[src/design/imm_ram.sv]
// Generic single-write, single-read synchronous RAM with registered read data.
module imm_ram #(
   parameter int DEPTH  = 64,
   parameter int WIDTH  = 32,
   parameter int ADDR_W = 6
) (
   input  logic              clock,
   input  logic              wr_en,
   input  logic [ADDR_W-1:0] wr_addr,
   input  logic [WIDTH-1:0]  wr_data,
   input  logic [ADDR_W-1:0] rd_addr,
   output logic [WIDTH-1:0]  rd_data
);

   logic [WIDTH-1:0] mem_ff [DEPTH];
   logic [WIDTH-1:0] rd_data_ff;

   always_ff @(posedge clock) begin
      if (wr_en) begin
         mem_ff[wr_addr] <= wr_data;
      end
   end

   always_ff @(posedge clock) begin
      rd_data_ff <= mem_ff[rd_addr];
   end

   assign rd_data = rd_data_ff;

endmodule

[config.mk]
export PLATFORM = sky130hd
export DESIGN_NAME = imm_ram
export DESIGN_NICKNAME = d
export VERILOG_FILES = /design/src/design/imm_ram.sv
export SDC_FILE = /design/constraint.sdc
export NUM_CORES = 2
export LEC_CHECK = 0
export BUFFER_PORTS_ARGS = -buffer_cell sky130_fd_sc_hd__buf_4
export CAP_MARGIN = 25
export CORE_UTILIZATION = 50
export DETAILED_ROUTE_END_ITERATION = 8
export GPL_TIMING_DRIVEN = 1
export PLACE_DENSITY = 0.68
export SETUP_SLACK_MARGIN = 0.05
export SYNTH_ARGS = -nofsm -noshare
export SYNTH_HDL_FRONTEND = slang
export SYNTH_SLANG_ARGS = --single-unit
[constraint.sdc]
create_clock -name clock -period 3.25 [get_ports clock]
set_input_delay 0.325 -clock clock [delete_from_list [all_inputs] [get_ports clock]]
set_output_delay 0.325 -clock clock [all_outputs]
set_load 0.02 [all_outputs]
== Word level (Yosys, flattened, before mapping) ==
Memories as Yosys holds them, arrays and structs flattened. A register that Yosys moved wholly into a read port is not among the register bits.
Index checks and enable logic that the tools add are counted.

* Input port bits: 46
* RAM bits: 2048
* Latch bits: 0
* Output and inout port bits: 32
* Memories: 1
* Flip-flop bits (word level): 0
* ROM bits: 0

{| class="wikitable"
|+ Memories
! memory !! depth !! width !! rd ports !! clocked after memory_dff !! write ports !! RTL line !! text
|-
| mem_ff || 64 || 32 || 1 || 1 || 1 || 15 || <nowiki>logic [WIDTH-1:0] mem_ff [DEPTH];</nowiki>
|}

* $lt $le $gt $ge: 0
* Div/mod/pow operators: 0
* Add/sub/neg operators: 0
* Reductions and logical operators: 0
* Equal/unequal tests: 0
* Multipliers: 0
* Bitwise logic cells: 0
* Shifts and indexed selects: 0
* Muxes and demuxes: 2

{| class="wikitable"
|+ Operator list
! kind !! number
|-
| 1-bit 2-to-1 mux || 2
|}

== Longest topological paths before layout ==
* Depth in word-level cells: 2
* Gate-level depth with buffers: 10
* Depth with buffers taken out: 5

== Least setup slack after synthesis ==
OpenSTA, ideal clock, no wires.

* Kind: input -> register
* Start: input port wr_addr[3]
* End: memory mem_ff[48][0] (enable)
* Stages on the path: 4
* Slack: -0.235 ns
* Arrival: 3.024 ns
* Buffers on the path: 1
* Cell sequence: clkbuf_1 nor2b_1 nand4b_1 nor3_1

{| class="wikitable"
|+ RTL lines
! what !! RTL line !! text
|-
| from (decl) || 9 || <nowiki>input logic [ADDR_W-1:0] wr_addr,</nowiki>
|-
| to (decl) || 15 ||
|}

No word-level cell before the write port.

==> metrics.md <==
| Metric | Value |
|---|---|
| CTS clk-pin slew, worst paths | `0.06 ns` |
| Number of global-route vias before repair | `between 30000 and 40000` |
| Post-synthesis xor/xnor area fraction | `0%` |
| CP endpoint kind | `flip-flop` |
| Clk root buf | `clkbuf_16` |
| Pre-antenna DRT Iters | `5` |
| Die width | `398 um` |
| Worst EP arrival | `roughly 3.1 ns` |
| Avg Vias per Cell | `between 6 and 7` |
| RD Place Congestion | `roughly 0.79` |
| Clock Sinks | `approximately 2100` |
| Die Area | `159000 um^2` |
| First-pass GRT wire length | `approximately 270 mm` |
| Clock Skews | `between 0.03 and 0.04 ns` |
| Fillers | `11000` |
| Hold Crit Class | `input port to flip-flop` |
| Initial detailed-routing violation count | `around 4800` |
| Synth Area in Adders | `0%` |
| Initial antenna violation count | `12` |
| Mux share of post-synthesis cell area | `roughly 17%` |
| Final Instance Area | `around 90000 um^2` |
| Crit-path max FO | `28` |
| Initial Utilization | `50.3%` |
| Critical Path Start Type | `input port` |
| GRT Residual Overflow | `0` |
| Chip Height | `~400 um` |
| Avg Inst Size Synth | `~24 um^2` |
| Max clock buf depth | `3` |
| Total Wirelength | `a little under 200 mm` |
| Setup slack after placement | `-0.0497 ns` |
| Post-synth EDFFs | `between 2000 and 2500` |
| Main combinational cell family by area after synthesis | `multiplexers` |
| Final WS setup | `roughly 0.8 ns` |
| Dpl hpwl | `109 mm` |
| PwrDens | `between 600 and 700 nW/um^2` |
| Later-pin clock latency in the skew report | `approximately 0.84 ns` |
| Final hold slack | `0.0261 ns` |
| WL/cell | `~33 um` |
| Port Buffer Count | `slightly below 80` |
| Boundary Pins | `just under 80` |
| Dominant synthesized flop cell | `edfxtp_1` |
| Nets | `between 3000 and 4000` |
| Register area share after synthesis | `79.1%` |
| Peak VDD IR | `approximately 0.00045 V` |
| FF/Latch Area | `roughly 62000 um^2` |
| FP Rows | `145` |
| FMAX | `410 MHz` |
| CTS H-tree lvls | `4` |
| Fin. max-slew vios | `0` |
| Ys async rst share | `0%` |
| Worst-margin pin slew | `~0.95 ns` |
| Status | `finished clean` |
| Max_cap viols | `0` |
| Period minus WS final | `approximately 2.4 ns` |
| Synth Net Count | `approximately 3400` |
| DRC violations left | `0` |
| Synth cell types | `34` |
| Synth Instances | `about 3300` |
| Final period util | `75.0%` |
| Area of the multi-input gates | `roughly 16000 um^2` |
| Total CTS buffers | `~200` |
| Synth warnings | `0` |
| DR vias | `between 30000 and 40000` |
| Synth Area in Compound Gates | `~1.7%` |
| Simple-gate share of the synthesized area | `under 10%` |
| Leakage | `approximately 0.028 uW` |
| Area grow syn2layout | `15.2%` |
| TritonCTS clock tree | `built` |
| Post-route antenna net violation count | `0` |
| Worst Path Required | `3.92 ns` |
| Synth Cell Area | `around 80000 um^2` |
| Post-CTS setup buffers | `0` |
| Cts repair resizes | `0` |
| RSZ-0062 raised after global routing | `false` |
| DP Area | `between 80000 and 90000 um^2` |
| Yosys reg bits | `about 2100` |
| Core Footprint | `about 160000 um^2` |
| Kind of critical path | `input port to flip-flop` |
| Share of cells above drive strength 1 | `just over 30%` |
| Slew HR | `36.9%` |
| Final setup fails | `0` |
| Final-report hold violation count | `0` |
| Largest net degree at the start of global routing | `about 70` |
| Gr usage total | `24.9%` |
routing by layer:
metal / vias up / wire [um] / GRT usage [%]
met1: 20100 / 77100 / 35.8
met4: 10 / 5630 / 7.77
met5: - / 62 / 0
li1: 14900 / - / -
met2: 2016 / 92700 / 38.9
met3: 305 / 18500 / 4.81
worst max-delay path, cell delays in order:
cell     delay, ns
buf_8         0.32
buf_12        0.27
buf_4         0.26
mux4_2        0.54
mux4_2        0.49
o22ai_1       0.74
nor2_1        0.10
area by class of cell:
class | count | area share, %
diodes | 6 | 0.0166
clock buffers | 274 | 6.07
clock inverters | 103 | 1.23
multi-input cells | 1062 | 17.7
flip-flops and latches | 2080 | 68.7
well taps | 2058 | 2.85
repair buffers | 300 | 3.47
kinds of logic after synthesis:
kind of cell    after synthesis
simple gates                223
flops                      2080
buf+inv                     182
mux                         637
compound gates              202
timing repair:
item                                    4_1_cts  5_1_grt
hold endpoints to repair                    146        0
endpoints found under the setup margin        0        0
hold buffers                                  7        0
cell usage after synthesis, types with 25 or more instances:
cell / n / area [um^2]
nand2_1: 26 / 97.6
clkbuf_1: 74 / 278
a21oi_1: 62 / 310
edfxtp_1: 2048 / 61500
buf_4: 25 / 188
nor2_1: 137 / 514
mux4_2: 544 / 12300
buf_2: 57 / 285
o221ai_1: 27 / 236
dfxtp_1: 32 / 641
o22ai_1: 84 / 526
mux2i_1: 93 / 931
registers in the layout (all words and copies together) (netlist names):
signal,cells
mem_ff,2048
rd_data,32
placed cells by master (no fill, tap or decap), types with 5 or more instances in the layout:
cell type / instances
a21oi_1: 62
a22oi_1: 12
a311oi_1: 8
buf_12: 67
buf_4: 222
bufinv_16: 22
clkbuf_1: 60
clkbuf_16: 206
clkbuf_8: 8
clkinv_1: 38
clkinv_2: 29
clkinvlp_4: 5
dfxtp_1: 32
diode_2: 6
dlygate4sd3_1: 7
edfxtp_1: 2048
mux2i_1: 93
mux4_2: 544
nand2_1: 26
nand2b_1: 7
nand3_1: 5
nand3b_1: 5
nor2_1: 75
nor2_4: 62
nor2b_1: 15
nor3_1: 5
o221ai_1: 27
o22ai_1: 84
where the power goes:
part / internal, uW / switching (uW)
clock network: 13600 / 9790
logic: 1130 / 1690
registers: 29700 / 145
total: 44400 / 11600
per-stage QoR:
stage | total power [uW] | instances | setup TNS, ns | util (%)
6_report | 56000 | 5883 | 0 | 58.0
4_1_cts | 56300 | 5877 | 0 | 58.0
5_1_grt | 57400 | 5877 | 0 | 58.0
3_5_place_dp | 33300 | 5493 | -0.0497 | 53.7
3_3_place_gp | 33200 | 5492 | -0.139 | 53.7
2_1_floorplan | 31800 | 3324 | 0 | -
worst paths after layout:
check / depth (start not counted) / slack, ns / start / end
setup / recovery: 7 / 0.81 / rd_addr[0] / rd_data[27]
setup reg to reg: 4 / 0.91 / mem_ff[19][27] / rd_data[27]
hold reg to reg: 4 / 0.77 / mem_ff[28][17] / rd_data[17]
hold / removal: 1 / 0.03 / wr_data[25] / mem_ff[36][25]
Note: power is estimated with default switching activity, not from simulation.
