### config.mk
export PLATFORM = sky130hd
export DESIGN_NAME = imm_seq
export DESIGN_NICKNAME = d
export VERILOG_FILES = /design/src/design/imm_pkg.sv /design/src/design/imm_seq.sv
export SDC_FILE = /design/constraint.sdc
export NUM_CORES = 1
export LEC_CHECK = 0
export ABC_CLOCK_PERIOD_IN_PS = 4200
export BUFFER_PORTS_ARGS = -buffer_cell sky130_fd_sc_hd__buf_4
export CORE_MARGIN = 2
export CORE_UTILIZATION = 35
export CTS_CLUSTER_DIAMETER = 60
export DETAILED_ROUTE_END_ITERATION = 8
export SYNTH_ARGS = -nofsm -noshare
export SYNTH_HDL_FRONTEND = slang
export SYNTH_SLANG_ARGS = --single-unit
export TNS_END_PERCENT = 100
### constraint.sdc
create_clock -name clock -period 4.2 [get_ports clock]
set_clock_uncertainty 0.2 [all_clocks]
set_input_delay 0.84 -clock clock [delete_from_list [all_inputs] [get_ports clock]]
set_output_delay 0.84 -clock clock [all_outputs]
set_load 0.01 [all_outputs]
### src/design/imm_pkg.sv
// Shared constants, types and helper functions of the integer matrix multiplier.
package imm_pkg;

   localparam int MAX_DIM    = 8;
   localparam int DATA_WIDTH = 32;

   localparam int WORD_W    = 32;
   localparam int POS_W     = 3;
   localparam int CMD_W     = 2;
   localparam int CFG_W     = 4;
   localparam int CSR_IDX_W = 2;

   localparam int DEPTH  = MAX_DIM * MAX_DIM;
   localparam int IDX_W  = (MAX_DIM > 1) ? $clog2(MAX_DIM) : 1;
   localparam int DIM_W  = $clog2(MAX_DIM + 1);
   localparam int ADDR_W = (DEPTH > 1) ? $clog2(DEPTH) : 1;

   localparam logic [CMD_W-1:0] CMD_WRITE_A = 2'd0;
   localparam logic [CMD_W-1:0] CMD_WRITE_B = 2'd1;
   localparam logic [CMD_W-1:0] CMD_COMPUTE = 2'd2;

   localparam logic [CSR_IDX_W-1:0] REG_ROWS_A     = 2'd0;
   localparam logic [CSR_IDX_W-1:0] REG_INNER_SIZE = 2'd1;
   localparam logic [CSR_IDX_W-1:0] REG_COLS_B     = 2'd2;

   localparam logic [CFG_W-1:0] DIM_RESET = 4'd8;

   typedef struct packed {
      logic [DIM_W-1:0] rows;
      logic [DIM_W-1:0] inner;
      logic [DIM_W-1:0] cols;
   } dims_type;

   typedef struct packed {
      logic             valid;
      logic             first;
      logic             last_k;
      logic             last_elem;
      logic [IDX_W-1:0] row;
      logic [IDX_W-1:0] col;
   } tag_type;

   typedef struct packed {
      logic              valid;
      logic              last;
      logic [IDX_W-1:0]  row;
      logic [IDX_W-1:0]  col;
      logic [WORD_W-1:0] value;
   } result_type;

   function automatic logic [DIM_W-1:0] clamp_dim(input logic [CFG_W-1:0] v);
      logic [DIM_W-1:0] r;
      if (v == '0) begin
         r = DIM_W'(1);
      end else if (int'(v) > MAX_DIM) begin
         r = DIM_W'(MAX_DIM);
      end else begin
         r = DIM_W'(v);
      end
      return r;
   endfunction

   function automatic logic [DATA_WIDTH-1:0] to_store(input logic signed [WORD_W-1:0] v);
      return DATA_WIDTH'(v);
   endfunction

   function automatic logic [WORD_W-1:0] to_word(input logic signed [DATA_WIDTH-1:0] v);
      return WORD_W'(v);
   endfunction

   function automatic logic [ADDR_W-1:0] elem_addr(input logic [IDX_W-1:0] r,
                                                   input logic [IDX_W-1:0] c);
      return ADDR_W'(ADDR_W'(r) * ADDR_W'(MAX_DIM) + ADDR_W'(c));
   endfunction

endpackage

### src/design/imm_seq.sv
// Compute sequencer: walks row, column and inner index and issues RAM reads.
module imm_seq (
   input  logic                    clock,
   input  logic                    reset,
   input  logic                    go,
   input  logic                    done,
   input  imm_pkg::dims_type       dims,
   output logic                    busy,
   output logic [imm_pkg::ADDR_W-1:0] addr_a,
   output logic [imm_pkg::ADDR_W-1:0] addr_b,
   output imm_pkg::tag_type        tag
);
   import imm_pkg::*;

   logic             active_ff, active_in;
   logic             busy_ff, busy_in;
   logic [IDX_W-1:0] i_ff, i_in;
   logic [IDX_W-1:0] j_ff, j_in;
   logic [IDX_W-1:0] k_ff, k_in;
   logic             last_i, last_j, last_k;

   assign last_i = (DIM_W'(i_ff) + DIM_W'(1)) == dims.rows;
   assign last_j = (DIM_W'(j_ff) + DIM_W'(1)) == dims.cols;
   assign last_k = (DIM_W'(k_ff) + DIM_W'(1)) == dims.inner;

   always_comb begin
      active_in = active_ff;
      busy_in   = busy_ff;
      i_in      = i_ff;
      j_in      = j_ff;
      k_in      = k_ff;
      if (done) begin
         busy_in = 1'b0;
      end
      if (go) begin
         active_in = 1'b1;
         busy_in   = 1'b1;
         i_in      = '0;
         j_in      = '0;
         k_in      = '0;
      end else if (active_ff) begin
         if (!last_k) begin
            k_in = k_ff + IDX_W'(1);
         end else begin
            k_in = '0;
            if (!last_j) begin
               j_in = j_ff + IDX_W'(1);
            end else begin
               j_in = '0;
               if (!last_i) begin
                  i_in = i_ff + IDX_W'(1);
               end else begin
                  active_in = 1'b0;
               end
            end
         end
      end
   end

   always_ff @(posedge clock) begin
      if (reset) begin
         active_ff <= 1'b0;
         busy_ff   <= 1'b0;
         i_ff      <= '0;
         j_ff      <= '0;
         k_ff      <= '0;
      end else begin
         active_ff <= active_in;
         busy_ff   <= busy_in;
         i_ff      <= i_in;
         j_ff      <= j_in;
         k_ff      <= k_in;
      end
   end

   assign addr_a = elem_addr(i_ff, k_ff);
   assign addr_b = elem_addr(k_ff, j_ff);

   assign tag.valid     = active_ff;
   assign tag.first     = (k_ff == '0);
   assign tag.last_k    = last_k;
   assign tag.last_elem = last_i && last_j;
   assign tag.row       = i_ff;
   assign tag.col       = j_ff;
   assign busy          = busy_ff;

endmodule

Word level (Yosys, flattened, before mapping)
Cells that the tools add are included.
- register bits after elaboration: 11
- input bits: 16
- output and inout bits: 23
- word-level logic and storage cells: 32
- add/sub/neg operators: 8
- equal/unequal tests: 3
- multiplexer cells: 9
- bitwise operators: 1
- reductions and logical operators: 6
- operator list (kind ; count):
    adder 3 x 1 -> 4 bit (second input constant) ; 3
    adder 6 x 3 -> 6 bit ; 2
    equality test 4 bit ; 3
    adder 3 x 1 -> 3 bit (second input constant) ; 3
    2-to-1 mux 1 bit ; 7
    2-to-1 mux 3 bit ; 2
    AND reduction 4 bit ; 1
    zero test 3 bit ; 1
    AND reduction 2 bit ; 1
    nonzero test 2 bit ; 1
    OR reduction 2 bit ; 1
    logical AND 1 bit ; 1
    inverter 1 bit ; 1

Logic depth before layout (Yosys ltp)
- word-level depth: 7
- depth in mapped cells: 7
- depth with buffers taken out: 7

Worst setup path before layout
Ideal clock, no wire load.
- path kind: input -> output
- start: in dims[10] in the netlist's numbering
- end: out tag[6] in the netlist's numbering
- data arrival time: 1.589 ns
- required time: 3.160 ns
- setup slack: 1.571 ns
- stages on the path: 4
- buffers on the path: 0
- cell sequence: xor2_1 > or3_1 > nand2_1 > o2111a_1
- RTL lines (what ; line ; RTL):
    start: declaration ; imm_seq.sv:7 ; input imm_pkg::dims_type dims,
    end: declaration ; imm_seq.sv:11 ; output imm_pkg::tag_type tag

==> results_dict.tcl <==
set metrics [dict create \
    critical-path-max-stage-delay_ps 460 \
    holdPathEnd "busy" \
    die_area_mm2 0.00286 \
    setup_violations 0 \
    worstSetupEndpointType "output port" \
    rsz0062_at_grt "no" \
    overflow 0 \
    multi_input_area_um2 541 \
    antenna_left 0 \
    htree_levels 1 \
    yosysTopAreaCellShare 0.257 \
    worstMarginPinSlew_ps 456 \
    num_vias 794 \
    start_kind "register" \
    clk_latency_ps 270 \
    synth_edf_count 0 \
    reg2reg_from "k_ff[0]" \
    synth_fa_ha_area_frac 0.0583 \
    core_area_mm2 0.00228 \
    area_growth_pct 30.9 \
    synth.area.mux_share 0.0350 \
    syn_inst 104 \
    hold_buffers 0 \
    grt_util_met3 0.0508 \
    cpMaxStageDelayCell "dfxtp_1" \
    synth_top_family_by_area "simple AND/OR/NAND/NOR gates" \
    io_pins 39 \
    clk_pin_slew_ps 80 \
    wl_per_cell_um 11.2 \
    use_met1 0.172 \
    syn_avg_cell_area_um2 8.25 \
    numCtsBuffers 3 \
    hold_violations 0 \
    async_flop_share 0 \
    setup.worst_path.class "reg2out" \
    p_per_area_mw_per_mm2 197 \
    ctsResizeCount 0 \
    dp_hpwl_um 1470 \
    routed_wl_um 1830 \
    crit_fanout 8 \
    gp_congestion 0.657 \
    max_clock_freq_mhz 337 \
    via_per_inst 4.87 \
    antenna_found_initial 0 \
    dr.pass1.iters 4 \
    yosys_most_used_dff "dfxtp_1" \
    drtIter0Drc 9 \
    min_period_ps 2970 \
    synth_xor_area_frac 0.0977 \
    syn-cell-area_um2 858 \
    hold_depth 2 \
    fin_nets 156 \
    synth_area_leaders "dfxtp_1 26%, buf_4 9.6%, ha_1 5.8%, nand2_1 4.4%, xor2_1 4.1%" \
    drcViolationCount 0 \
    timing.setup.tns_ps 0 \
    cts-root-buf "clkbuf_4" \
    fp-row-count 17 \
    regArea_um2 220 \
    initial_core_util 0.377 \
    grt_first_pass_wirelength_um 2790 \
    syn_nets 124 \
    fillerInstances 235 \
    first_global_vias 653 \
    cts_setup_buffers 0 \
    hold_class "reg2reg" \
    track_usage 0.134 \
    ff2ff_path_depth 7 \
    reg2reg_slack_ps 2020 \
    crit_required_ps 3160 \
    finalMaxSlewViolations 0 \
    slew_headroom 0.693 \
    grt_busiest_layer "met2" \
    antennaDiodeCount 0 \
    synth_compound_area_frac 0.157 \
    outcome "complete, no violations" \
    cts.sinks 11 \
    port_buffers 38 \
    yosysUniqueCellTypes 37 \
    ir_drop_uv 187 \
    netlist.top_cell.by_area "dfxtp_1" \
    synthTopCellsByCount "11 x buf_4, 11 x dfxtp_1, 10 x nand2_1" \
    use_met2 0.214 \
    clockBufferDepth 2 \
    min_from "busy" \
    die_h_um 53.5 \
    crit_chain "inv_1 > ha_1 > xnor2_1 > o211ai_1 > nor2_1 > buf_4" \
    yosys.area_share.simple 0.281 \
    timing.hold.ws_ps 281 \
    worstReg2RegEnd "j_ff[0]" \
    path_buf_inv 2 \
    crit_arrival_ps 1930 \
    critPathTopFamily "flip-flops" \
    p_leak_nw 0.543 \
    synth-seq-cells 11 \
    drv_cap 0 \
    ys_seq_area_frac 0.257 \
    drive_gt1_frac 0.333 \
    die_w_um 53.5 \
    tritoncts "done" \
    grt_max_degree 10 \
    fin_crit_sh 0.707 \
    yosysWarnings 0 \
]
[registers in the layout, summed over array words and instances (netlist names)]
name       cells
active_ff      1
k_ff           3
busy           1
j_ff           3
i_ff           3
[area by class of cell]
cell class	count	area share
Timing Repair Buffer	38	0.254
Clock inverter	1	0.00445
Sequential cell	11	0.196
Clock buffer	3	0.0200
Multi-Input combinational cell	78	0.481
Inverter	4	0.0134
Tap cell	28	0.0312
[logic make-up (layout without fill, tap and decap cells)]
family | Yosys count | after routing
AOI/OAI and AO/OA | 19 | 19
buffers and inverters | 15 | 46
xor gates and xnor gates | 8 | 8
adders and majority gates | 4 | 4
DFF | 11 | 11
muxes | 3 | 3
and+or+nand+nor | 44 | 44
[tightest hold or removal path: stages (launching register included)]
cell      delay (ps)
dfxtp_1          320
nand2b_1          60
a21oi_1           60
[where the power goes]
part           internal [mW]  total (mW)  switching, mW
clock                 0.0353      0.0735         0.0382
combinational         0.0222      0.0390         0.0168
sequential             0.106       0.109        0.00305
[stage by stage]
stage	power [mW]	instances	util	instance area, um^2	worst slack (ps)
2_1_floorplan	0.132	104	-	858	1570
3_3_place_gp	0.150	159	0.482	1100	1380
3_5_place_dp	0.151	159	0.482	1100	1360
4_1_cts	0.225	163	0.494	1120	1190
5_1_grt	0.232	163	0.494	1120	1080
6_report	0.222	163	0.494	1120	1230
[worst max-delay path by stage]
| stage | from | end | slack, ps | cells past startpoint |
|---|---|---|---|---|
| floorplan | dims[10] | tag[6] | 1570 | 4 |
| global placement | dims[10] | tag[6] | 1380 | 6 |
| CTS | k_ff[0] | tag[7] | 1190 | 6 |
| global route | k_ff[0] | tag[7] | 1080 | 6 |
| finish | k_ff[0] | tag[7] | 1230 | 6 |
| detailed placement | dims[10] | tag[6] | 1360 | 6 |
[metal layers]
layer	up-vias	routed length, um
met4	0	0
met1	354	829
li1	419	-
met2	21	899
met5	-	0
met3	0	103
[placed cells by master, fill, tap and decap left out]
| cell type | n |
|---|---|
| o2111a_1 | 1 |
| dfxtp_1 | 11 |
| nand4_1 | 1 |
| a211o_1 | 1 |
| a21bo_2 | 1 |
| o2111ai_1 | 1 |
| and2b_1 | 1 |
| o21a_1 | 2 |
| nand2b_1 | 2 |
| buf_4 | 38 |
| and2_1 | 1 |
| nor2_1 | 8 |
| nand2_1 | 10 |
| mux2i_1 | 3 |
| xnor2_1 | 3 |
| a21oi_1 | 6 |
| o211ai_1 | 1 |
| or2_2 | 1 |
| or2_4 | 1 |
| or3_1 | 4 |
| ha_1 | 4 |
| or2b_1 | 1 |
| clkbuf_4 | 3 |
| a31oi_1 | 1 |
| inv_1 | 4 |
| xnor3_1 | 1 |
| o21ai_0 | 2 |
| nand3_1 | 2 |
| o211a_1 | 1 |
| nand4b_1 | 1 |
| and3_1 | 2 |
| nor3_1 | 1 |
| xor2_1 | 4 |
| nor2b_1 | 3 |
| and4_1 | 1 |
| a311oi_1 | 1 |
| clkinv_2 | 1 |
| o22a_1 | 1 |
| nand3b_1 | 4 |
No activity file was read; power rests on OpenSTA's default activity.
