==> config.mk <==
export PLATFORM = sky130hd
export DESIGN_NAME = imm_mac
export DESIGN_NICKNAME = d
export VERILOG_FILES = /design/src/design/imm_pkg.sv /design/src/design/imm_mac.sv
export SDC_FILE = /design/constraint.sdc
export NUM_CORES = 1
export LEC_CHECK = 0
export BUFFER_PORTS_ARGS = -buffer_cell sky130_fd_sc_hd__buf_2
export CAP_MARGIN = 20
export CORE_ASPECT_RATIO = 1.75
export CORE_MARGIN = 2
export CORE_UTILIZATION = 25
export CTS_CLUSTER_DIAMETER = 200
export DETAILED_ROUTE_END_ITERATION = 16
export PLACE_DENSITY_LB_ADDON = 0.1
export SYNTH_ARGS = -nofsm -noshare
export SYNTH_HDL_FRONTEND = slang
export SYNTH_SLANG_ARGS = --single-unit
==> constraint.sdc <==
create_clock -name clock -period 10.6 [get_ports clock]
set_input_delay 3.18 -clock clock [delete_from_list [all_inputs] [get_ports clock]]
set_output_delay 3.18 -clock clock [all_outputs]
set_load 0.01 [all_outputs]
==> src/design/imm_pkg.sv <==
// Shared constants, types and helper functions of the integer matrix multiplier.
package imm_pkg;

   localparam int MAX_DIM    = 8;
   localparam int DATA_WIDTH = 32;

   localparam int WORD_W    = 32;
   localparam int POS_W     = 3;
   localparam int CMD_W     = 2;
   localparam int CFG_W     = 4;
   localparam int CSR_IDX_W = 2;

   localparam int DEPTH  = MAX_DIM * MAX_DIM;
   localparam int IDX_W  = (MAX_DIM > 1) ? $clog2(MAX_DIM) : 1;
   localparam int DIM_W  = $clog2(MAX_DIM + 1);
   localparam int ADDR_W = (DEPTH > 1) ? $clog2(DEPTH) : 1;

   localparam logic [CMD_W-1:0] CMD_WRITE_A = 2'd0;
   localparam logic [CMD_W-1:0] CMD_WRITE_B = 2'd1;
   localparam logic [CMD_W-1:0] CMD_COMPUTE = 2'd2;

   localparam logic [CSR_IDX_W-1:0] REG_ROWS_A     = 2'd0;
   localparam logic [CSR_IDX_W-1:0] REG_INNER_SIZE = 2'd1;
   localparam logic [CSR_IDX_W-1:0] REG_COLS_B     = 2'd2;

   localparam logic [CFG_W-1:0] DIM_RESET = 4'd8;

   typedef struct packed {
      logic [DIM_W-1:0] rows;
      logic [DIM_W-1:0] inner;
      logic [DIM_W-1:0] cols;
   } dims_type;

   typedef struct packed {
      logic             valid;
      logic             first;
      logic             last_k;
      logic             last_elem;
      logic [IDX_W-1:0] row;
      logic [IDX_W-1:0] col;
   } tag_type;

   typedef struct packed {
      logic              valid;
      logic              last;
      logic [IDX_W-1:0]  row;
      logic [IDX_W-1:0]  col;
      logic [WORD_W-1:0] value;
   } result_type;

   function automatic logic [DIM_W-1:0] clamp_dim(input logic [CFG_W-1:0] v);
      logic [DIM_W-1:0] r;
      if (v == '0) begin
         r = DIM_W'(1);
      end else if (int'(v) > MAX_DIM) begin
         r = DIM_W'(MAX_DIM);
      end else begin
         r = DIM_W'(v);
      end
      return r;
   endfunction

   function automatic logic [DATA_WIDTH-1:0] to_store(input logic signed [WORD_W-1:0] v);
      return DATA_WIDTH'(v);
   endfunction

   function automatic logic [WORD_W-1:0] to_word(input logic signed [DATA_WIDTH-1:0] v);
      return WORD_W'(v);
   endfunction

   function automatic logic [ADDR_W-1:0] elem_addr(input logic [IDX_W-1:0] r,
                                                   input logic [IDX_W-1:0] c);
      return ADDR_W'(ADDR_W'(r) * ADDR_W'(MAX_DIM) + ADDR_W'(c));
   endfunction

endpackage

==> src/design/imm_mac.sv <==
// Pipelined multiply-accumulate: product register, accumulator and result register.
module imm_mac (
   input  logic                           clock,
   input  logic                           reset,
   input  imm_pkg::tag_type               tag,
   input  logic [imm_pkg::DATA_WIDTH-1:0] a_data,
   input  logic [imm_pkg::DATA_WIDTH-1:0] b_data,
   output imm_pkg::result_type            result
);
   import imm_pkg::*;

   tag_type           tag1_ff, tag2_ff;
   logic [WORD_W-1:0] prod_ff, prod_in;
   logic [WORD_W-1:0] acc_ff, acc_in;
   result_type        res_ff, res_in;

   // tag1 lines up with RAM read data, tag2 with the product
   assign prod_in = to_word(a_data) * to_word(b_data);
   assign acc_in  = tag2_ff.first ? prod_ff : acc_ff + prod_ff;

   always_comb begin
      res_in       = res_ff;
      res_in.valid = tag2_ff.valid && tag2_ff.last_k;
      if (tag2_ff.valid && tag2_ff.last_k) begin
         res_in.last  = tag2_ff.last_elem;
         res_in.row   = tag2_ff.row;
         res_in.col   = tag2_ff.col;
         res_in.value = acc_in;
      end
   end

   always_ff @(posedge clock) begin
      if (reset) begin
         tag1_ff.valid <= 1'b0;
         tag2_ff.valid <= 1'b0;
         res_ff.valid  <= 1'b0;
      end else begin
         tag1_ff.valid <= tag.valid;
         tag2_ff.valid <= tag1_ff.valid;
         res_ff.valid  <= res_in.valid;
      end
   end

   always_ff @(posedge clock) begin
      tag1_ff.first     <= tag.first;
      tag1_ff.last_k    <= tag.last_k;
      tag1_ff.last_elem <= tag.last_elem;
      tag1_ff.row       <= tag.row;
      tag1_ff.col       <= tag.col;
      tag2_ff.first     <= tag1_ff.first;
      tag2_ff.last_k    <= tag1_ff.last_k;
      tag2_ff.last_elem <= tag1_ff.last_elem;
      tag2_ff.row       <= tag1_ff.row;
      tag2_ff.col       <= tag1_ff.col;
      prod_ff           <= prod_in;
      res_ff.last       <= res_in.last;
      res_ff.row        <= res_in.row;
      res_ff.col        <= res_in.col;
      res_ff.value      <= res_in.value;
      if (tag2_ff.valid) begin
         acc_ff <= acc_in;
      end
   end

   assign result = res_ff;

endmodule

### Yosys cells after proc, flatten, opt, wreduce, memory -nomap -nowiden

Index checks and enable logic that the tools add are counted.

| word-level totals | value |
|---|---|
| flip-flop bits (word level) | 124 |
| bits in latches | 0 |
| bits in writable memories | 0 |
| memory bits (read-only) | 0 |
| bits of input ports | 76 |
| output and inout bits | 40 |
| word-level logic and storage cells | 23 |
| memories | 0 |

| cells by class | value |
|---|---|
| add/sub/neg operators | 1 |
| multipliers | 1 |
| div/mod/pow operators | 0 |
| $lt $le $gt $ge | 0 |
| equal/unequal tests | 0 |
| shift operators | 0 |
| multiplexer cells | 1 |
| bitwise operators | 0 |
| reductions and logical operators | 1 |

Operators with widths:

| kind | count |
|---|---|
| $add A32 B32 Y32 | 1 |
| $mul A32 B32 Y32 | 1 |
| $mux W32 | 1 |
| $logic_and A1 B1 Y1 | 1 |

### Depth between registers and ports, before layout

Gate-level depths: netlist of the first run.

| logic depth | value |
|---|---|
| depth in word-level cells | 2 |
| depth in mapped cells | 26 |
| mapped depth without buffers | 25 |

### Worst setup path after synthesis of the first run

Ideal clock, no wire load.

| timing path | value |
|---|---|
| path type | in2reg |
| from | input port a_data[13] (netlist name) |
| to | register prod_ff[31] |
| setup time | 0.121 ns |
| arrival time | 9.311 ns |
| data required time | 10.479 ns |
| setup slack | 1.168 ns |
| stages on the path | 22 |
| buffers on the path | 2 |
| cells stage by stage | clkbuf_1 clkbuf_1 nand2_1 fa_1 fa_1 fa_1 fa_1 inv_1 fa_1 ha_1 fa_1 fa_1 ha_1 a21o_1 a21o_1 a21o_1 a21o_1 a21oi_1 o31ai_1 a221oi_1 a31oi_1 xnor2_1 |

| on the way | value |
|---|---|
| cells in the longest elaborated chain, start to end | 1 |

Ends and longest elaborated chain:

| element | line | text |
|---|---|---|
| from (decl) | imm_mac.sv:6 | `input logic [imm_pkg::DATA_WIDTH-1:0] a_data,` |
| $mul A32 B32 Y32 | imm_mac.sv:18 | `assign prod_in = to_word(a_data) * to_word(b_data);` |
| via prod_in[31] | imm_mac.sv:13 | `logic [WORD_W-1:0] prod_ff, prod_in;` |
| to (signal assigned) | imm_mac.sv:55 | `prod_ff <= prod_in;` |
| to (decl) | imm_mac.sv:13 |  |

The timed path passes the listed nets, and every way through them passes these cells.
A chain may end at the register's enable or synchronous reset.

### Worst setup path after layout of the first run

| timing path | value |
|---|---|
| from | input port b_data[2] (netlist name) |
| to | register prod_ff[30] |

| on the way | value |
|---|---|
| cells in the longest elaborated chain, start to end | 1 |

Ends and longest elaborated chain:

| element | line | text |
|---|---|---|
| from (decl) | imm_mac.sv:7 | `input logic [imm_pkg::DATA_WIDTH-1:0] b_data,` |
| $mul A32 B32 Y32 | imm_mac.sv:18 |  |
| via prod_in[30] | imm_mac.sv:13 |  |

The timed path passes the listed nets, and every way through them passes these cells.

==> impl_metrics.csv, run 1 <==
group,metric,value,unit
finish,mostFrequentLayoutCells,"409 x fa_1, 404 x inv_1, 300 x nand2_1",
synth,postSynthCellCount,2126,
clock_network,clock_sinks,124,
route,routed_wl,67700,µm
clock_network,cts_buffers,17,
worst_setup_path,critPathArrivalTime,9.99,ns
worst_setup_path,cp_slowest_cell,"fa_1",
die,die-area,0.0848,mm²
sta,hold_violations,0,
outcome,status,"finished clean",
sta,fin_tns_setup,0,ns
global_routing,grt_start_max_net_pins,66,
clock_network,cts_resized,0,
finish,drive_above_1_share,8.11,%
synth,yosys_register_bits,124,
worst_setup_path,cp_num_buf_inv,4,
worst_setup_path,timing.rr.start,"acc_ff[0]$_DFFE_PP_",
sta,rsz0062_at_grt,"false",
sta,setup_viol,0,
global_routing,grt_pass1_wl,103000,µm
min_path,min_from,"tag1_ff[8]$_DFF_P_",
sta,max_freq,103,MHz
sta,slew_violations,0,
worst_setup_path,max_stage_delay,0.63,ns
sta,fin_crit_sh,91.3,%
synth,async_reset_ff_share,0,%
clock_network,cts_tree,"built",
die,ios,116,
synth,synth-edff-count,71,
placed_design,gp_congestion,0.813,
route,ant_nets,0,
worst_setup_path,crit_top_cell,"fa_1",
synth,seq_area_frac_synth,15.5,%
synth,synth.avg_cell_area,9.68,µm²
synth,syn_nets,2765,
worst_setup_path,worstSetupPathType,"in -> reg",
synth,synth.distinct_cells,56,
route,vias,14200,
clock_network,clk_latency,0.42,ns
route,drt_first_pass_iters,5,
worst_setup_path,critPathCaptureType,"register",
synth,synth_area,0.0206,mm²
finish,area_delta_synth_final,11.3,%
min_path,hp-class,"reg -> reg",
route,wl_per_cell,20.8,µm
clock_network,path_clk_slew,0.06,ns
placed_design,dpl.hpwl,55700,µm
finish,layout_commonest_cell,"fa_1",
finish,diodes,0,
worst_setup_path,start_kind,"input pin",
route,viasPerCell,4.37,
global_routing,grt_pass1_vias,16500,
die,die_h,384,µm
worst_setup_path,cpLargestDelayFamily,"adder cells",
clock_network,post-cts-setup-buffers,0,
route,drtIter0Drc,511,
synth,synthFlopType,"edfxtp_1",
job,cap_viol_max_count,0,
sta,fin_crit,9.68,ns
die,start_util,25.2,%
global_routing,grt.overflow.total,0,
die,num_rows,139,
route,drc,0,
clock_network,ctsHoldBuffers,0,
sta,worstMarginPinSlew,0.781,ns
worst_setup_path,path_max_fanout,30,
finish,fill_cells,8791,
global_routing,antenna_found_initial,8,
die,core_region_area,0.0817,mm²
sta,fin_worst_skew,0.0112,ns
sta,slew_headroom,47.5,%
die,dieWidth,221,µm
clock_network,htreeDepth,4,
worst_setup_path,cp_cell_sequence,"buf_2, nand2_1, fa_1, fa_1, fa_1, fa_1, inv_1, fa_1, inv_1, fa_1, fa_1, fa_1, inv_1, ha_1, a21o_1, a21o_1, a21o_1, nand3_1, o21ai_0, o31ai_1, a21oi_1, xor2_1",
worst_setup_path,cp.required,10.91,ns
worst_setup_path,crit_start,"b_data[2]",
synth,ys_warn_count,0,
placed_design,portBuffers,115,
finish,final_nets,2822,
clock_network,cts-root-buf,"clkbuf_16",
clock_network,clockBufferDepth,2,
global_routing,gr-usage-all-layers,16.4,%
-- sequential cells by signal, summed over array words and instances (netlist names) --
signal and count:
acc_ff 32, prod_ff 32, result 40, tag1_ff 10
tag2_ff 10
-- worst register-to-register path, cell delays in order, from the launching register on --
cell       delay [ns]
edfxtp_1         0.38
ha_1             0.23
inv_1            0.07
fa_1             0.26
nor2b_4          0.06
o31a_1           0.31
o2111ai_2        0.32
nand3_2          0.22
a311oi_4         0.40
o311ai_1         0.26
o41ai_2          0.28
xnor2_1          0.09
mux2_2           0.28
-- cell usage after synthesis (2+ instances only) --
cell type,n,area (µm²)
mux2_2,2,22.5
a21oi_1,48,240
o21a_1,5,37.5
o211ai_1,2,15.0
nor2_1,23,86.3
nand2b_1,7,43.8
and3_1,5,31.3
o21ai_0,23,115
a31o_2,2,17.5
nand2_1,300,1130
a21o_1,30,225
o31a_1,2,17.5
buf_1,2,7.51
edfxtp_1,71,2130
o21bai_1,7,52.6
inv_1,404,1520
xnor2_1,79,692
a211oi_1,10,75.1
o31ai_1,7,52.6
nor3_1,10,50.1
xor2_1,33,289
ha_1,154,1930
and2_1,272,1700
dfxtp_1,53,1060
nand4_1,3,18.8
nor3b_1,3,22.5
fa_1,409,8190
a31oi_1,4,25.0
clkbuf_1,92,345
nor2b_1,6,37.5
nand3_1,12,60.1
o21ai_1,22,110
-- routing by layer --
layer / wire length (µm) / part of all wire, % / vias to the layer above / GRT usage, %
li1: - / - / 6534 / -
met1: 24400 / 36 / 7351 / 16.8
met2: 38800 / 57 / 248 / 33.4
met3: 1240 / 1.8 / 79 / 1.11
met4: 3280 / 4.9 / 0 / 7.52
met5: 0 / 0 / - / 0
-- worst paths after layout --
check / end / slack, ns / cells after the start
max: prod_ff[30]$_DFF_P_ / 0.92 / 22
min: tag2_ff[8]$_DFF_P_ / 0.33 / 0
max reg2reg: acc_ff[30]$_DFFE_PP_ / 7.19 / 12
min reg2reg: tag2_ff[8]$_DFF_P_ / 0.33 / 0
-- area by class of cell --
class | count | area, µm² | share of cell area [%]
inverters | 404 | 1520 | 6.62
multi-input cells | 1504 | 15500 | 67.7
repair buffers | 132 | 728 | 3.18
clock inverters | 14 | 181 | 0.791
clock buffers | 18 | 450 | 1.97
well taps | 1057 | 1320 | 5.77
flip-flops and latches | 124 | 3190 | 13.9
-- per-stage QoR --
step	utilization (%)	hold WS (ns)	setup slack, ns	instances	instance area [µm²]
2_1_floorplan	-	0.310	1.17	2126	20600
3_3_place_gp	27.2	0.313	0.431	3220	22300
3_5_place_dp	27.2	0.316	0.363	3220	22300
4_1_cts	28.0	0.326	0.845	3252	22900
5_1_grt	28.0	0.340	0.555	3253	22900
6_report	28.0	0.329	0.922	3253	22900
-- logic make-up after synthesis --
kind of cell             after synthesis  share of synthesized area, %
AO/OA/AOI/OAI                        178                          5.62
buffers and inverters                498                          9.08
adder cells (fa/ha/maj)              563                          49.1
AND/OR/NAND/NOR                      648                          15.7
multiplexers                           3                         0.158
XOR/XNOR                             112                          4.76
flip-flops                           124                          15.5
Power of run 1 is left out: the tool's default activity adds up to more than one toggle a clock period on the data nets, which glitch-free logic cannot reach.
==> inputs of run 2 (changes only) <==
Settings changed: PLACE_DENSITY_LB_ADDON 0.1 to 0.25.
==> run 2 against run 1 <==
Effect of this change: fmax rose by 0.51%; clock-buffer cell count rose by 2; clock skew barely moved; critical endpoint is now prod_ff[31]$_DFF_P_; routed wire length fell by 5.4%; via count rose by 2.0%.
==> impl_metrics.csv, run 2 (synthesis gave the netlist of run 1 again) <==
group,metric,value,unit
clock_network,cts_resized,0,
finish,largest_reg_flops,40,
global_routing,grt_pass1_wl,99500,µm
global_routing,gr-usage-all-layers,15.6,%
clock_network,ctsHoldBuffers,0,
sta,setup_viol,0,
route,wl_per_cell,19.7,µm
clock_network,clk_latency,0.42,ns
worst_setup_path,regToRegSetupSlack,7.20,ns
placed_design,dpl.hpwl,52400,µm
placed_design,gp_congestion,0.884,
sta,rsz0062_at_grt,"false",
worst_setup_path,path_max_fanout,27,
clock_network,path_clk_slew,0.06,ns
sta,slew_headroom,30.3,%
die,num_rows,139,
route,dr_wl_met3,2170,µm
sta,max_freq,104,MHz
route,routed_wl,64000,µm
worst_setup_path,critPathArrivalTime,9.94,ns
finish,drive_above_1_share,7.98,%
clock_network,cts-root-buf,"clkbuf_16",
clock_network,clockBufferDepth,2,
route,drt_first_pass_iters,5,
die,ios,116,
finish,fill_cells,8665,
global_routing,grt.overflow.total,0,
worst_setup_path,critPathCaptureType,"register",
route,viasPerCell,4.45,
clock_network,cts_buffers,17,
sta,slew_violations,0,
global_routing,grt_pass1_vias,16700,
route,drc,0,
clock_network,post-cts-setup-buffers,0,
die,dieWidth,221,µm
placed_design,portBuffers,115,
clock_network,clock_sinks,124,
route,wl_met2,35100,µm
route,vias,14500,
global_routing,grt_start_max_net_pins,66,
die,start_util,25.2,%
sta,fin_crit,9.63,ns
clock_network,htreeDepth,4,
sta,fin_tns_setup,0,ns
min_path,hp-class,"reg -> reg",
clock_network,cts_tree,"built",
finish,mostFrequentLayoutCells,"409 x fa_1, 404 x inv_1, 300 x nand2_1",
route,top_layer,"met5",
sta,worstMarginPinSlew,1.05,ns
finish,layout_commonest_cell,"fa_1",
global_routing,antenna_found_initial,11,
die,die_h,384,µm
finish,final_nets,2820,
die,die-area,0.0848,mm²
worst_setup_path,cp.required,10.91,ns
sta,fin_crit_sh,90.8,%
worst_setup_path,start_kind,"input pin",
worst_setup_path,worstSetupPathType,"in -> reg",
sta,fin_worst_skew,0.0110,ns
route,drtIter0Drc,563,
route,wirelength_met1,22300,µm
die,core_region_area,0.0817,mm²
job,cap_viol_max_count,0,
outcome,status,"finished clean",
finish,area_delta_synth_final,10.9,%
sta,hold_violations,0,
route,ant_nets,0,
-- run 2: final timing paths --
| check | from | end | cells past startpoint |
|---|---|---|---|
| setup reg to reg | acc_ff[0]$_DFFE_PP_ | result[30]$_DFFE_PP_ | 12 |
| hold reg to reg | tag1_ff[4]$_DFF_P_ | tag2_ff[4]$_DFF_P_ | 0 |
| setup / recovery | b_data[5] | prod_ff[31]$_DFF_P_ | 22 |
| hold / removal | tag1_ff[4]$_DFF_P_ | tag2_ff[4]$_DFF_P_ | 0 |
-- run 2: worst max-delay path: stages --
cell and delay, ns:
buf_2 0.54, and2_1 0.25, fa_1 0.42, fa_1 0.50, fa_1 0.52, inv_1 0.05
fa_1 0.47, inv_1 0.05, fa_1 0.45, ha_1 0.30, fa_1 0.51, fa_1 0.42
ha_1 0.37, a21o_1 0.21, a21o_1 0.20, a21o_1 0.17, a21o_1 0.18, a21oi_1 0.14
o31ai_1 0.17, a221oi_1 0.48, a31oi_1 0.18, xnor2_1 0.15
-- run 2: metrics by stage --
| stage | std cells | worst slack [ns] | hold WS (ns) | instance area, µm² | util, % |
|---|---|---|---|---|---|
| 2_1_floorplan | 2126 | 1.17 | 0.310 | 20600 | - |
| 3_3_place_gp | 3219 | 0.646 | 0.314 | 22300 | 27.2 |
| 3_5_place_dp | 3219 | 0.476 | 0.314 | 22300 | 27.2 |
| 4_1_cts | 3251 | 0.930 | 0.323 | 22800 | 27.9 |
| 5_1_grt | 3251 | 0.712 | 0.331 | 22800 | 27.9 |
| 6_report | 3253 | 0.971 | 0.321 | 22800 | 27.9 |
-- run 2: cell type report --
cell class                      count  area, µm²  share of cell area [%]
Clock inverter                     12        114                   0.499
Sequential cell                   124       3190                    14.0
Inverter                          404       1520                    6.64
Tap cell                         1057       1320                    5.79
Timing Repair Buffer              130        688                    3.01
Clock buffer                       20        457                    2.00
Antenna cell                        2       5.00                  0.0219
Multi-Input combinational cell   1504      15500                    68.0
-- run 2: metal layers --
layer | global-route usage, % | vias to the layer above
li1 | - | 6535
met1 | 15.9 | 7413
met2 | 30.2 | 382
met3 | 1.71 | 149
met4 | 9.48 | 12
met5 | 0 | -
Power of run 2 is left out for the same reason.
